File: config.mk
export PLATFORM = sky130hd
export DESIGN_NAME = coin_window_classifier
export DESIGN_NICKNAME = d
export VERILOG_FILES = /design/src/hw/rtl/cwc_pkg.sv /design/src/hw/rtl/coin_window_classifier.sv /design/src/hw/rtl/cwc_table.sv /design/src/hw/rtl/cwc_track.sv /design/src/hw/rtl/cwc_scan.sv
export VERILOG_INCLUDE_DIRS = /design/src /design/src/hw/rtl
export SDC_FILE = /design/constraint.sdc
export NUM_CORES = 2
export LEC_CHECK = 0
export BUFFER_PORTS_ARGS = -buffer_cell sky130_fd_sc_hd__buf_2
export CORE_MARGIN = 2
export CORE_UTILIZATION = 60
export CTS_CLUSTER_DIAMETER = 200
export DETAILED_ROUTE_END_ITERATION = 7
export HOLD_SLACK_MARGIN = 0.06
export PLACE_DENSITY_LB_ADDON = 0.1
export SYNTH_ARGS = -nofsm -noshare
export SYNTH_HDL_FRONTEND = slang
export SYNTH_HIERARCHICAL = 1
export SYNTH_SLANG_ARGS = --single-unit
File: constraint.sdc
create_clock -name i_clk -period 9.7 [get_ports i_clk]
set_clock_uncertainty 0.1 [all_clocks]
set_input_delay 0 -clock i_clk [delete_from_list [all_inputs] [get_ports i_clk]]
set_output_delay 0 -clock i_clk [all_outputs]
set_load 0.02 [all_outputs]
File: src/hw/rtl/coin_window_classifier_assert.svh
// Assertion macros for the coin window classifier.
// No dependencies; taken in by the top level with an include line.
`ifndef COIN_WINDOW_CLASSIFIER_ASSERT_SVH
`define COIN_WINDOW_CLASSIFIER_ASSERT_SVH
`ifndef SYNTHESIS
// property must hold at every clock edge out of reset
`define CWC_ASSERT(lbl, clk, rst_n, prop) \
    lbl: assert property (@(posedge clk) disable iff (!rst_n) prop) \
        else $error("cwc: property violated");
// expression must never be true out of reset
`define CWC_NEVER(lbl, clk, rst_n, expr) \
    lbl: assert property (@(posedge clk) disable iff (!rst_n) !(expr)) \
        else $error("cwc: forbidden condition");
`else
`define CWC_ASSERT(lbl, clk, rst_n, prop)
`define CWC_NEVER(lbl, clk, rst_n, expr)
`endif
`endif

File: src/hw/rtl/cwc_pkg.sv
// Shared types, codes and constants of the coin window classifier.
// No dependencies; imported by every module of the block.
`default_nettype none

package cwc_pkg;

    // field widths fixed by the stream format
    localparam int RAW_W      = 12;   // raw reading
    localparam int RAW_EXT_W  = 16;   // raw reading, widened for masking
    localparam int BND_W      = 13;   // window bounds, baselines, extremes
    localparam int TYPE_W     = 4;    // type index / coin type
    localparam int SEQ_W      = 16;   // coin sequence count
    localparam int TIU_W      = 5;    // types in use register
    localparam int CFG_IDX_W  = 3;
    localparam int CFG_DATA_W = 13;
    localparam int OUTC_W     = 2;

    localparam int NUM_TYPES_DEF   = 16;
    localparam int SAMPLE_BITS_DEF = 12;

    localparam logic [TIU_W-1:0] TIU_RESET = 5'd11;

    // request kinds carried in the input tuser
    localparam logic REQ_WRITE    = 1'b0;
    localparam logic REQ_CLASSIFY = 1'b1;

    // configuration register indexes
    localparam logic [CFG_IDX_W-1:0] CFG_SAMPLE_MODE = 3'd0;
    localparam logic [CFG_IDX_W-1:0] CFG_TYPES_USED  = 3'd1;
    localparam logic [CFG_IDX_W-1:0] CFG_BASELINE0   = 3'd2;
    localparam logic [CFG_IDX_W-1:0] CFG_BASELINE1   = 3'd3;
    localparam logic [CFG_IDX_W-1:0] CFG_BASELINE2   = 3'd4;

    typedef enum logic [OUTC_W-1:0] {
        OC_MATCH   = 2'd0,
        OC_NONE    = 2'd1,
        OC_OVERLAP = 2'd2
    } t_outcome;

    typedef enum logic [1:0] {
        ST_IDLE,
        ST_SCAN,
        ST_DONE
    } t_scan_state;

    // one table entry: inclusive window per channel
    typedef struct packed {
        logic [BND_W-1:0] high2;
        logic [BND_W-1:0] low2;
        logic [BND_W-1:0] high1;
        logic [BND_W-1:0] low1;
        logic [BND_W-1:0] high0;
        logic [BND_W-1:0] low0;
    } t_window;

    typedef struct packed {
        logic                  valid;
        logic [CFG_IDX_W-1:0]  index;
        logic [CFG_DATA_W-1:0] data;
    } t_cfg_wr;

    // scan engine status toward the top level
    typedef struct packed {
        logic              idle;
        logic              done;
        t_outcome          outcome;
        logic [TYPE_W-1:0] coin_type;
    } t_scan_stat;

    // tracked channel width: channel precision, at least the bound width
    function automatic int track_width(input int sample_bits);
        return (sample_bits + 1 > BND_W) ? sample_bits + 1 : BND_W;
    endfunction

endpackage

`default_nettype wire

File: src/hw/rtl/coin_window_classifier.sv
// Top level of the coin window classifier: stream ports, config registers,
// output register. Depends on cwc_pkg, cwc_table, cwc_track, cwc_scan.
`default_nettype none
`include "coin_window_classifier_assert.svh"

// Classifies coins from three sensor readings against a table of windows.
// A write word (tuser 0) loads one table entry, so writes can follow back
// to back; an index at or above NUM_TYPES is dropped. A classify word
// (tuser 1) compares up to min(types_in_use, NUM_TYPES) entries. The table
// sits in a synchronous memory that is read once per cycle, and the window
// compare runs in the cycle after the read. A scan ends after its last
// entry, or early at a second match; the engine then holds its result in
// the done state until the output register is free, and takes the next
// word once it is idle again. With zero types in use the result is
// "no match" and the engine goes straight to the done state. A finished
// result moves into an output register, so one result can wait on a
// stalled downstream while the input takes the next word. A second finished
// result holds the input until that register drains. Entries must be
// written before they are compared; unwritten entries read back undefined
// bounds. Configuration is always ready and must be written only while no
// item is in flight.
module coin_window_classifier #(
    parameter int NUM_TYPES   = cwc_pkg::NUM_TYPES_DEF,
    parameter int SAMPLE_BITS = cwc_pkg::SAMPLE_BITS_DEF
) (
    input  wire                              i_clk,
    input  wire                              i_rst_n,
    // configuration write channel
    input  wire                              i_cfg_valid,
    output logic                             o_cfg_ready,
    input  wire [cwc_pkg::CFG_IDX_W-1:0]     i_cfg_index,
    input  wire [cwc_pkg::CFG_DATA_W-1:0]    i_cfg_data,
    // input stream
    input  wire                              s_axis_tvalid,
    output logic                             s_axis_tready,
    // tdata, low bit up: type_index[3:0], reading0[15:4], reading1[27:16],
    // reading2[39:28], low0[52:40], high0[65:53], low1[78:66],
    // high1[91:79], low2[104:92], high2[117:105], zero pad[119:118]
    input  wire [119:0]                      s_axis_tdata,
    // tuser: req_type[0]
    input  wire                              s_axis_tuser,
    // output stream
    output logic                             m_axis_tvalid,
    input  wire                              m_axis_tready,
    // tdata, low bit up: coin_type[3:0], coin_sequence[19:4], min0[32:20],
    // max0[45:33], min1[58:46], max1[71:59], min2[84:72], max2[97:85],
    // zero pad[103:98]
    output logic [103:0]                     m_axis_tdata,
    // tuser: outcome[1:0]
    output logic [cwc_pkg::OUTC_W-1:0]       m_axis_tuser
);
    import cwc_pkg::*;

    localparam int TW   = track_width(SAMPLE_BITS);
    localparam int CHW  = SAMPLE_BITS + 1;
    localparam int IDXW = $clog2(NUM_TYPES);
    localparam int CNTW = $clog2(NUM_TYPES + 1);
    localparam logic [RAW_EXT_W-1:0] SMASK = RAW_EXT_W'((1 << SAMPLE_BITS) - 1);

    // config registers
    logic             r_sample_mode;
    logic [TIU_W-1:0] r_types_in_use;
    t_cfg_wr          cfg;

    // input word fields
    logic [TYPE_W-1:0]      type_index;
    logic [RAW_W-1:0]       reading [3];
    t_window                wr_entry;
    logic                   s_acc;
    logic                   w_start;
    logic                   tbl_wr;

    // channel values
    logic [RAW_EXT_W-1:0]   raw_ext [3];
    logic signed [CHW-1:0]  u [3];
    logic signed [CHW-1:0]  d1, d2;
    logic signed [TW-1:0]   ch [3];
    logic [CNTW-1:0]        count;

    // internal links
    logic                   w_rd_en;
    logic [IDXW-1:0]        w_rd_addr;
    t_window                w_rd_data;
    t_scan_stat             w_stat;
    logic [BND_W-1:0]       w_min [3];
    logic [BND_W-1:0]       w_max [3];
    logic [SEQ_W-1:0]       w_count;
    logic                   load;

    // output register
    logic                   r_m_tvalid;
    t_outcome               r_m_outcome;
    logic [103:0]           r_m_tdata;

    // unpack input word
    assign type_index = s_axis_tdata[3:0];
    assign reading[0] = s_axis_tdata[15:4];
    assign reading[1] = s_axis_tdata[27:16];
    assign reading[2] = s_axis_tdata[39:28];
    assign wr_entry.low0  = s_axis_tdata[52:40];
    assign wr_entry.high0 = s_axis_tdata[65:53];
    assign wr_entry.low1  = s_axis_tdata[78:66];
    assign wr_entry.high1 = s_axis_tdata[91:79];
    assign wr_entry.low2  = s_axis_tdata[104:92];
    assign wr_entry.high2 = s_axis_tdata[117:105];

    // the engine takes a word only when idle
    assign s_axis_tready = w_stat.idle;
    assign s_acc   = s_axis_tvalid && s_axis_tready;
    assign w_start = s_acc && (s_axis_tuser == REQ_CLASSIFY);
    assign tbl_wr  = s_acc && (s_axis_tuser == REQ_WRITE) && (int'(type_index) < NUM_TYPES);

    // config port
    assign o_cfg_ready = 1'b1;
    assign cfg.valid   = i_cfg_valid && o_cfg_ready;
    assign cfg.index   = i_cfg_index;
    assign cfg.data    = i_cfg_data;

    always_ff @(posedge i_clk) begin
        if (!i_rst_n) begin
            r_sample_mode  <= 1'b0;
            r_types_in_use <= TIU_RESET;
        end else if (cfg.valid) begin
            if (cfg.index == CFG_SAMPLE_MODE) begin
                r_sample_mode <= cfg.data[0];
            end
            if (cfg.index == CFG_TYPES_USED) begin
                r_types_in_use <= cfg.data[TIU_W-1:0];
            end
        end
    end

    // channel values: raw or differential
    always_comb begin
        for (int c = 0; c < 3; c++) begin
            raw_ext[c] = RAW_EXT_W'(reading[c]) & SMASK;
            u[c]       = signed'({1'b0, raw_ext[c][SAMPLE_BITS-1:0]});
        end
        d1 = u[1] - u[0];
        d2 = u[2] - u[1];
        ch[0] = TW'(u[0]);
        ch[1] = r_sample_mode ? TW'(d1) : TW'(u[1]);
        ch[2] = r_sample_mode ? TW'(d2) : TW'(u[2]);
    end

    // entries compared, saturated at the table depth
    assign count = (int'(r_types_in_use) > NUM_TYPES) ? CNTW'(NUM_TYPES)
                                                      : CNTW'(r_types_in_use);

    cwc_table #(
        .NUM_TYPES(NUM_TYPES)
    ) u_table (
        .i_clk    (i_clk),
        .i_wr_en  (tbl_wr),
        .i_wr_addr(IDXW'(type_index)),
        .i_wr_data(wr_entry),
        .i_rd_en  (w_rd_en),
        .i_rd_addr(w_rd_addr),
        .o_rd_data(w_rd_data)
    );

    cwc_track #(
        .SAMPLE_BITS(SAMPLE_BITS)
    ) u_track (
        .i_clk  (i_clk),
        .i_rst_n(i_rst_n),
        .i_cfg  (cfg),
        .i_upd  (w_start),
        .i_ch   (ch),
        .o_min  (w_min),
        .o_max  (w_max),
        .o_count(w_count)
    );

    cwc_scan #(
        .NUM_TYPES  (NUM_TYPES),
        .SAMPLE_BITS(SAMPLE_BITS)
    ) u_scan (
        .i_clk    (i_clk),
        .i_rst_n  (i_rst_n),
        .i_start  (w_start),
        .i_count  (count),
        .i_ch     (ch),
        .i_take   (load),
        .o_rd_en  (w_rd_en),
        .o_rd_addr(w_rd_addr),
        .i_rd_data(w_rd_data),
        .o_stat   (w_stat)
    );

    // output register: loads when the scan is done and the slot is free
    assign load = w_stat.done && (!r_m_tvalid || m_axis_tready);

    always_ff @(posedge i_clk) begin
        if (!i_rst_n) begin
            r_m_tvalid <= 1'b0;
        end else if (load) begin
            r_m_tvalid <= 1'b1;
        end else if (m_axis_tready) begin
            r_m_tvalid <= 1'b0;
        end
    end

    always_ff @(posedge i_clk) begin
        if (load) begin
            r_m_outcome <= w_stat.outcome;
            r_m_tdata   <= {6'd0, w_max[2], w_min[2], w_max[1], w_min[1],
                            w_max[0], w_min[0], w_count, w_stat.coin_type};
        end
    end

    assign m_axis_tvalid = r_m_tvalid;
    assign m_axis_tdata  = r_m_tdata;
    assign m_axis_tuser  = r_m_outcome;

    // checks
    `CWC_ASSERT(a_count_step, i_clk, i_rst_n, w_start |=> w_count == $past(w_count) + 16'd1)
    `CWC_ASSERT(a_type_zero, i_clk, i_rst_n, (m_axis_tvalid && (m_axis_tuser != OC_MATCH)) |-> (m_axis_tdata[3:0] == 4'd0))
    `CWC_NEVER(a_read_idle, i_clk, i_rst_n, w_rd_en && s_axis_tready)
    `CWC_ASSERT(a_valid_src, i_clk, i_rst_n, $rose(m_axis_tvalid) |-> $past(w_stat.done))

endmodule

`default_nettype wire

File: src/hw/rtl/cwc_table.sv
// Window table: one write port, one registered read port.
// Depends on cwc_pkg for the entry type.
`default_nettype none

module cwc_table #(
    parameter int NUM_TYPES = cwc_pkg::NUM_TYPES_DEF
) (
    input  wire                           i_clk,
    input  wire                           i_wr_en,
    input  wire [$clog2(NUM_TYPES)-1:0]   i_wr_addr,
    input  cwc_pkg::t_window              i_wr_data,
    input  wire                           i_rd_en,
    input  wire [$clog2(NUM_TYPES)-1:0]   i_rd_addr,
    output cwc_pkg::t_window              o_rd_data
);
    import cwc_pkg::*;

    t_window r_mem [NUM_TYPES];
    t_window r_rd_data;

    // write port
    always_ff @(posedge i_clk) begin
        if (i_wr_en) begin
            r_mem[i_wr_addr] <= i_wr_data;
        end
    end

    // read port, registered
    always_ff @(posedge i_clk) begin
        if (i_rd_en) begin
            r_rd_data <= r_mem[i_rd_addr];
        end
    end

    assign o_rd_data = r_rd_data;

endmodule

`default_nettype wire

File: src/hw/rtl/cwc_track.sv
// Running min/max per channel and the coin sequence counter.
// Depends on cwc_pkg for widths, config codes and track_width().
`default_nettype none

module cwc_track #(
    parameter int SAMPLE_BITS = cwc_pkg::SAMPLE_BITS_DEF
) (
    input  wire                                                i_clk,
    input  wire                                                i_rst_n,
    input  cwc_pkg::t_cfg_wr                                   i_cfg,
    input  wire                                                i_upd,
    input  wire signed [cwc_pkg::track_width(SAMPLE_BITS)-1:0] i_ch [3],
    output logic [cwc_pkg::BND_W-1:0]                          o_min [3],
    output logic [cwc_pkg::BND_W-1:0]                          o_max [3],
    output logic [cwc_pkg::SEQ_W-1:0]                          o_count
);
    import cwc_pkg::*;

    localparam int TW = track_width(SAMPLE_BITS);

    logic signed [TW-1:0] r_min [3];
    logic signed [TW-1:0] r_max [3];
    logic [SEQ_W-1:0]     r_count;

    // baseline writes load both extremes; classify updates them
    for (genvar c = 0; c < 3; c++) begin : g_ch
        always_ff @(posedge i_clk) begin
            if (!i_rst_n) begin
                r_min[c] <= '0;
                r_max[c] <= '0;
            end else if (i_cfg.valid && i_cfg.index == CFG_IDX_W'(CFG_BASELINE0 + c)) begin
                r_min[c] <= TW'(signed'(i_cfg.data));
                r_max[c] <= TW'(signed'(i_cfg.data));
            end else if (i_upd) begin
                if (i_ch[c] < r_min[c]) begin
                    r_min[c] <= i_ch[c];
                end
                if (i_ch[c] > r_max[c]) begin
                    r_max[c] <= i_ch[c];
                end
            end
        end

        assign o_min[c] = r_min[c][BND_W-1:0];
        assign o_max[c] = r_max[c][BND_W-1:0];
    end

    // coin sequence, wraps
    always_ff @(posedge i_clk) begin
        if (!i_rst_n) begin
            r_count <= '0;
        end else if (i_upd) begin
            r_count <= r_count + SEQ_W'(1);
        end
    end

    assign o_count = r_count;

endmodule

`default_nettype wire

File: src/hw/rtl/cwc_scan.sv
// Scan engine: walks the in-use table entries, one read per cycle,
// and checks each entry's windows in the next cycle. Depends on cwc_pkg.
`default_nettype none

module cwc_scan #(
    parameter int NUM_TYPES   = cwc_pkg::NUM_TYPES_DEF,
    parameter int SAMPLE_BITS = cwc_pkg::SAMPLE_BITS_DEF
) (
    input  wire                                                i_clk,
    input  wire                                                i_rst_n,
    input  wire                                                i_start,
    input  wire [$clog2(NUM_TYPES+1)-1:0]                      i_count,
    input  wire signed [cwc_pkg::track_width(SAMPLE_BITS)-1:0] i_ch [3],
    input  wire                                                i_take,
    output logic                                               o_rd_en,
    output logic [$clog2(NUM_TYPES)-1:0]                       o_rd_addr,
    input  cwc_pkg::t_window                                   i_rd_data,
    output cwc_pkg::t_scan_stat                                o_stat
);
    import cwc_pkg::*;

    localparam int TW   = track_width(SAMPLE_BITS);
    localparam int IDXW = $clog2(NUM_TYPES);
    localparam int CNTW = $clog2(NUM_TYPES + 1);

    t_scan_state          r_state, n_state;
    logic signed [TW-1:0] r_ch [3];
    logic [CNTW-1:0]      r_n;
    logic [CNTW-1:0]      r_issue;
    logic                 r_cmp_vld;
    logic [IDXW-1:0]      r_cmp_idx;
    logic                 r_found_vld;
    logic [IDXW-1:0]      r_found;
    t_outcome             r_outcome;

    logic signed [TW-1:0] lo [3];
    logic signed [TW-1:0] hi [3];
    logic                 hit;
    logic                 last;
    logic                 finish;
    logic                 start_ok;

    // window compare on the entry read last cycle
    always_comb begin
        lo[0] = TW'(signed'(i_rd_data.low0));
        hi[0] = TW'(signed'(i_rd_data.high0));
        lo[1] = TW'(signed'(i_rd_data.low1));
        hi[1] = TW'(signed'(i_rd_data.high1));
        lo[2] = TW'(signed'(i_rd_data.low2));
        hi[2] = TW'(signed'(i_rd_data.high2));
        hit = r_cmp_vld;
        for (int c = 0; c < 3; c++) begin
            if (r_ch[c] < lo[c] || r_ch[c] > hi[c]) begin
                hit = 1'b0;
            end
        end
    end

    assign last     = (CNTW'(r_cmp_idx) + CNTW'(1)) == r_n;
    assign finish   = (r_state == ST_SCAN) && r_cmp_vld && ((hit && r_found_vld) || last);
    assign start_ok = i_start && (r_state == ST_IDLE);

    // next state
    always_comb begin
        n_state = r_state;
        case (r_state)
            ST_IDLE: begin
                if (i_start) begin
                    n_state = (i_count == '0) ? ST_DONE : ST_SCAN;
                end
            end
            ST_SCAN: begin
                if (finish) begin
                    n_state = ST_DONE;
                end
            end
            ST_DONE: begin
                if (i_take) begin
                    n_state = ST_IDLE;
                end
            end
            default: n_state = ST_IDLE;
        endcase
    end

    // outputs
    always_comb begin
        o_rd_en          = 1'b0;
        o_stat.idle      = 1'b0;
        o_stat.done      = 1'b0;
        o_stat.outcome   = r_outcome;
        o_stat.coin_type = (r_outcome == OC_MATCH) ? TYPE_W'(r_found) : '0;
        case (r_state)
            ST_IDLE: o_stat.idle = 1'b1;
            ST_SCAN: o_rd_en = (r_issue < r_n);
            ST_DONE: o_stat.done = 1'b1;
            default: o_stat.idle = 1'b0;
        endcase
    end

    assign o_rd_addr = r_issue[IDXW-1:0];

    // control state
    always_ff @(posedge i_clk) begin
        if (!i_rst_n) begin
            r_state   <= ST_IDLE;
            r_cmp_vld <= 1'b0;
        end else begin
            r_state   <= n_state;
            r_cmp_vld <= o_rd_en;
        end
    end

    // scan datapath
    always_ff @(posedge i_clk) begin
        if (o_rd_en) begin
            r_cmp_idx <= r_issue[IDXW-1:0];
        end
        if (start_ok) begin
            r_ch        <= i_ch;
            r_n         <= i_count;
            r_issue     <= '0;
            r_found_vld <= 1'b0;
            r_outcome   <= OC_NONE;
        end else begin
            if (o_rd_en) begin
                r_issue <= r_issue + CNTW'(1);
            end
            // first hit records the entry, a second one means overlap
            if (r_state == ST_SCAN && hit) begin
                if (r_found_vld) begin
                    r_outcome <= OC_OVERLAP;
                end else begin
                    r_found_vld <= 1'b1;
                    r_found     <= r_cmp_idx;
                    r_outcome   <= OC_MATCH;
                end
            end
        end
    end

endmodule

`default_nettype wire
==> qor.yml <==
die:
  die_w_um: 331
  die_h_um: 331
  rows: 119
  core_sq_um: 106000
  ios: 251
  die-area_sq_um: 110000
  initial_utilization_pct: 60.7
status:
  status: "completed"
logic_synthesis:
  synthFlopType: "edfxtp_1"
  synth_edf_count: 1556
  postSynth.asyncResetShare_pct: 0
  syn-instance-count: 3349
  synth_area_leader_cell: "edfxtp_1"
  synthesis.area_sq_um: 64200
  yosysWarnings: 6
  yosysTopAreaCellShare_pct: 72.8
  synth_area_leaders: "edfxtp_1, mux4_2, ha_1"
  ys_types: 89
  ys_ff_latch: 1590
  syn_avg_cell_area_sq_um: 19.2
  synth_seq_area_share_pct: 73.8
sta:
  final_hold_viol_count: 0
  tightest_slew_ns: 1.35
  hold_slack_ns: 0.0906
  tns_ns: 0
  rsz0062_at_grt: "false"
  fmax_mhz: 164
  fin_crit_ns: 6.11
  relSlewSlack_pct: 9.61
  period_share_pct: 63.0
  slew_viol_final: 0
  finalSetupViolCount: 0
finish:
  layout-drive-gt1-share_pct: 22.2
  layout_commonest_cell: "edfxtp_1"
  final_cell_mix: "edfxtp_1, mux4_2, buf_2"
  area_growth_pct: 15.6
  nets: 4224
routing:
  ant_nets: 0
  avgRoutedWirePerCell_um: 27.9
  dr.pass1.iters: 6
  drt_iter0_drc: 3796
  vias_per_cell: 6.31
  via_count: 34200
  drt-total-wl_um: 151000
  drc: 0
global_route:
  grt_pass1_wl_um: 221000
  grt_pass1_vias: 34500
  antenna_found_initial: 7
  grt_max_degree: 115
  grt_util_all_layers_pct: 27.9
  grt-ovfl-total: 0
power_and_ir_drop:
  p_leak_nw: 25.3
  powerDensity_nw_per_um2: 235
  ir_worst_vdd_uv: 271
clock_network:
  cts_tree: "built"
  clkLatencyLatePin_ns: 0.76
  cts_buffers: 158
  cts.htree.levels: 4
  cts_sinks: 1590
  clk_pin_slew_worst_paths_ns: 0.06
  cts.path.max_buffers: 3
  cts_root_buf: "clkbuf_16"
placed_design:
  place_congestion: 0.917
  numPortBuffers: 241
  hpwl_um: 86200
worst_setup_path:
  cp-start-kind: "flop"
  crit_cells: 14
  r2r_cells: 14
  path_cells: "buf_4 > clkinv_1 > a22oi_1 > dlygate4sd3_1 > o311ai_0 > dlygate4sd3_1 > buf_4 > ha_1 > nand4_1 > a31oi_1 > a311oi_2 > o31ai_2 > mux2_2 > o211ai_1"
  crit_arrival_ns: 6.36
  crit_slowest_cell: "o211ai_1"
  max_stage_delay_ns: 1.05
  critPathBufInv: 5
  required_ns: 9.96
  path_class: "flop to flop"
  crit_fanout: 28
  end_kind: "flop"
  critPathTopFamily: "buffers and inverters"
flow_run:
  cap_viol_max_count: 0
hold_path:
  holdCritPathClass: "input port to flop"
  hold_path_depth: 2
cells by family after synthesis:
family	Yosys count	synth area share, %
flip-flops	1590	73.8
AO/OA/AOI/OAI	447	5.08
AND/OR/NAND/NOR	417	3.24
buffers and inverters	348	2.49
multiplexers	335	11.4
adder cells (fa/ha/maj)	183	3.59
XOR/XNOR	27	0.368
other	2	0.0117
report_power, final:
group          switching, W  internal (W)  total (W)
Clock               0.00246       0.00337    0.00583
Sequential         0.000185       0.00804    0.00823
Combinational       0.00189       0.00148    0.00337
synthesized netlist by cell type, types with 24 or more instances:
master and number:
buf_4 25, nand4_1 30, buf_2 26, nor2_1 78, a22oi_1 160, a21oi_1 60, nand2_1 160, clkbuf_1 57
nor2b_1 24, ha_1 181, inv_1 201, nand3_1 25, o21ai_0 48, mux4_2 305, edfxtp_1 1556, a22o_1 49
dfxtp_1 34
final cells by class:
type	count	area [sq um]
diodes	3	7.51
repair buffers	525	3900
fillers	6567	31500
clock buffers	207	4260
flip-flops and latches	1590	47400
multi-input cells	1421	15400
clock inverters	80	723
well taps	1391	1740
inverters	203	762
registers in the layout (all words and copies together), names as in the netlist, 2 cells and up:
signal	cells
u_table/r_mem	1248
m_axis_tdata	98
u_table/o_rd_data	78
u_scan/r_ch	39
u_track/r_max	39
u_track/r_min	39
u_track/o_count	16
r_types_in_use	5
u_scan/r_issue	5
u_scan/r_n	5
u_scan/r_cmp_idx	4
u_scan/r_found	4
m_axis_tuser	2
u_scan/r_outcome	2
u_scan/r_state	2
stage by stage:
stage	std cells	setup slack (ns)	area [sq um]	total power, W	utilization, %
5_1_grt	5419	3.32	74200	0.0181	70.2
4_1_cts	5417	3.75	74200	0.0175	70.2
6_report	5420	3.59	74200	0.0174	70.2
3_3_place_gp	4916	4.62	67100	0.0116	63.4
3_5_place_dp	4916	4.57	67100	0.0117	63.4
2_1_floorplan	3359	2.18	64200	0.0108	-
worst register-to-register path, cell delays in order (launching register included):
cell	delay, ns
dfxtp_1	0.31
buf_4	0.32
clkinv_1	0.77
a22oi_1	0.40
dlygate4sd3_1	0.59
o311ai_0	0.12
dlygate4sd3_1	0.60
buf_4	0.17
ha_1	0.32
nand4_1	0.15
a31oi_1	0.24
a311oi_2	0.09
o31ai_2	0.10
mux2_2	0.38
o211ai_1	1.05
timing repair:
action                                   CTS  global route
gates resized for setup                    0             0
hold buffers                             214             0
endpoints found under the setup margin     0             0
setup buffers                              0             0
hold endpoints to repair                1605             0
layer usage:
metal | part of all wire (%) | track usage [%] | vias up
li1 | - | - | 14700
met1 | 40 | 38.8 | 17500
met2 | 50 | 46.4 | 1675
met3 | 7.9 | 4.54 | 275
met4 | 2.5 | 7.89 | 6
met5 | 0.023 | 0 | -
final timing paths:
path / end / slack (ns) / start
worst max-delay path: u_track/r_min[2][9] / 3.59 / r_sample_mode
worst min-delay path: u_table/r_mem[11][22] / 0.09 / s_axis_tdata[62]
worst max register to register: u_track/r_min[2][9] / 3.59 / r_sample_mode
worst min register to register: m_axis_tdata[32] / 0.35 / u_track/r_min[0][12]
Power figures use the tool's default switching activity.
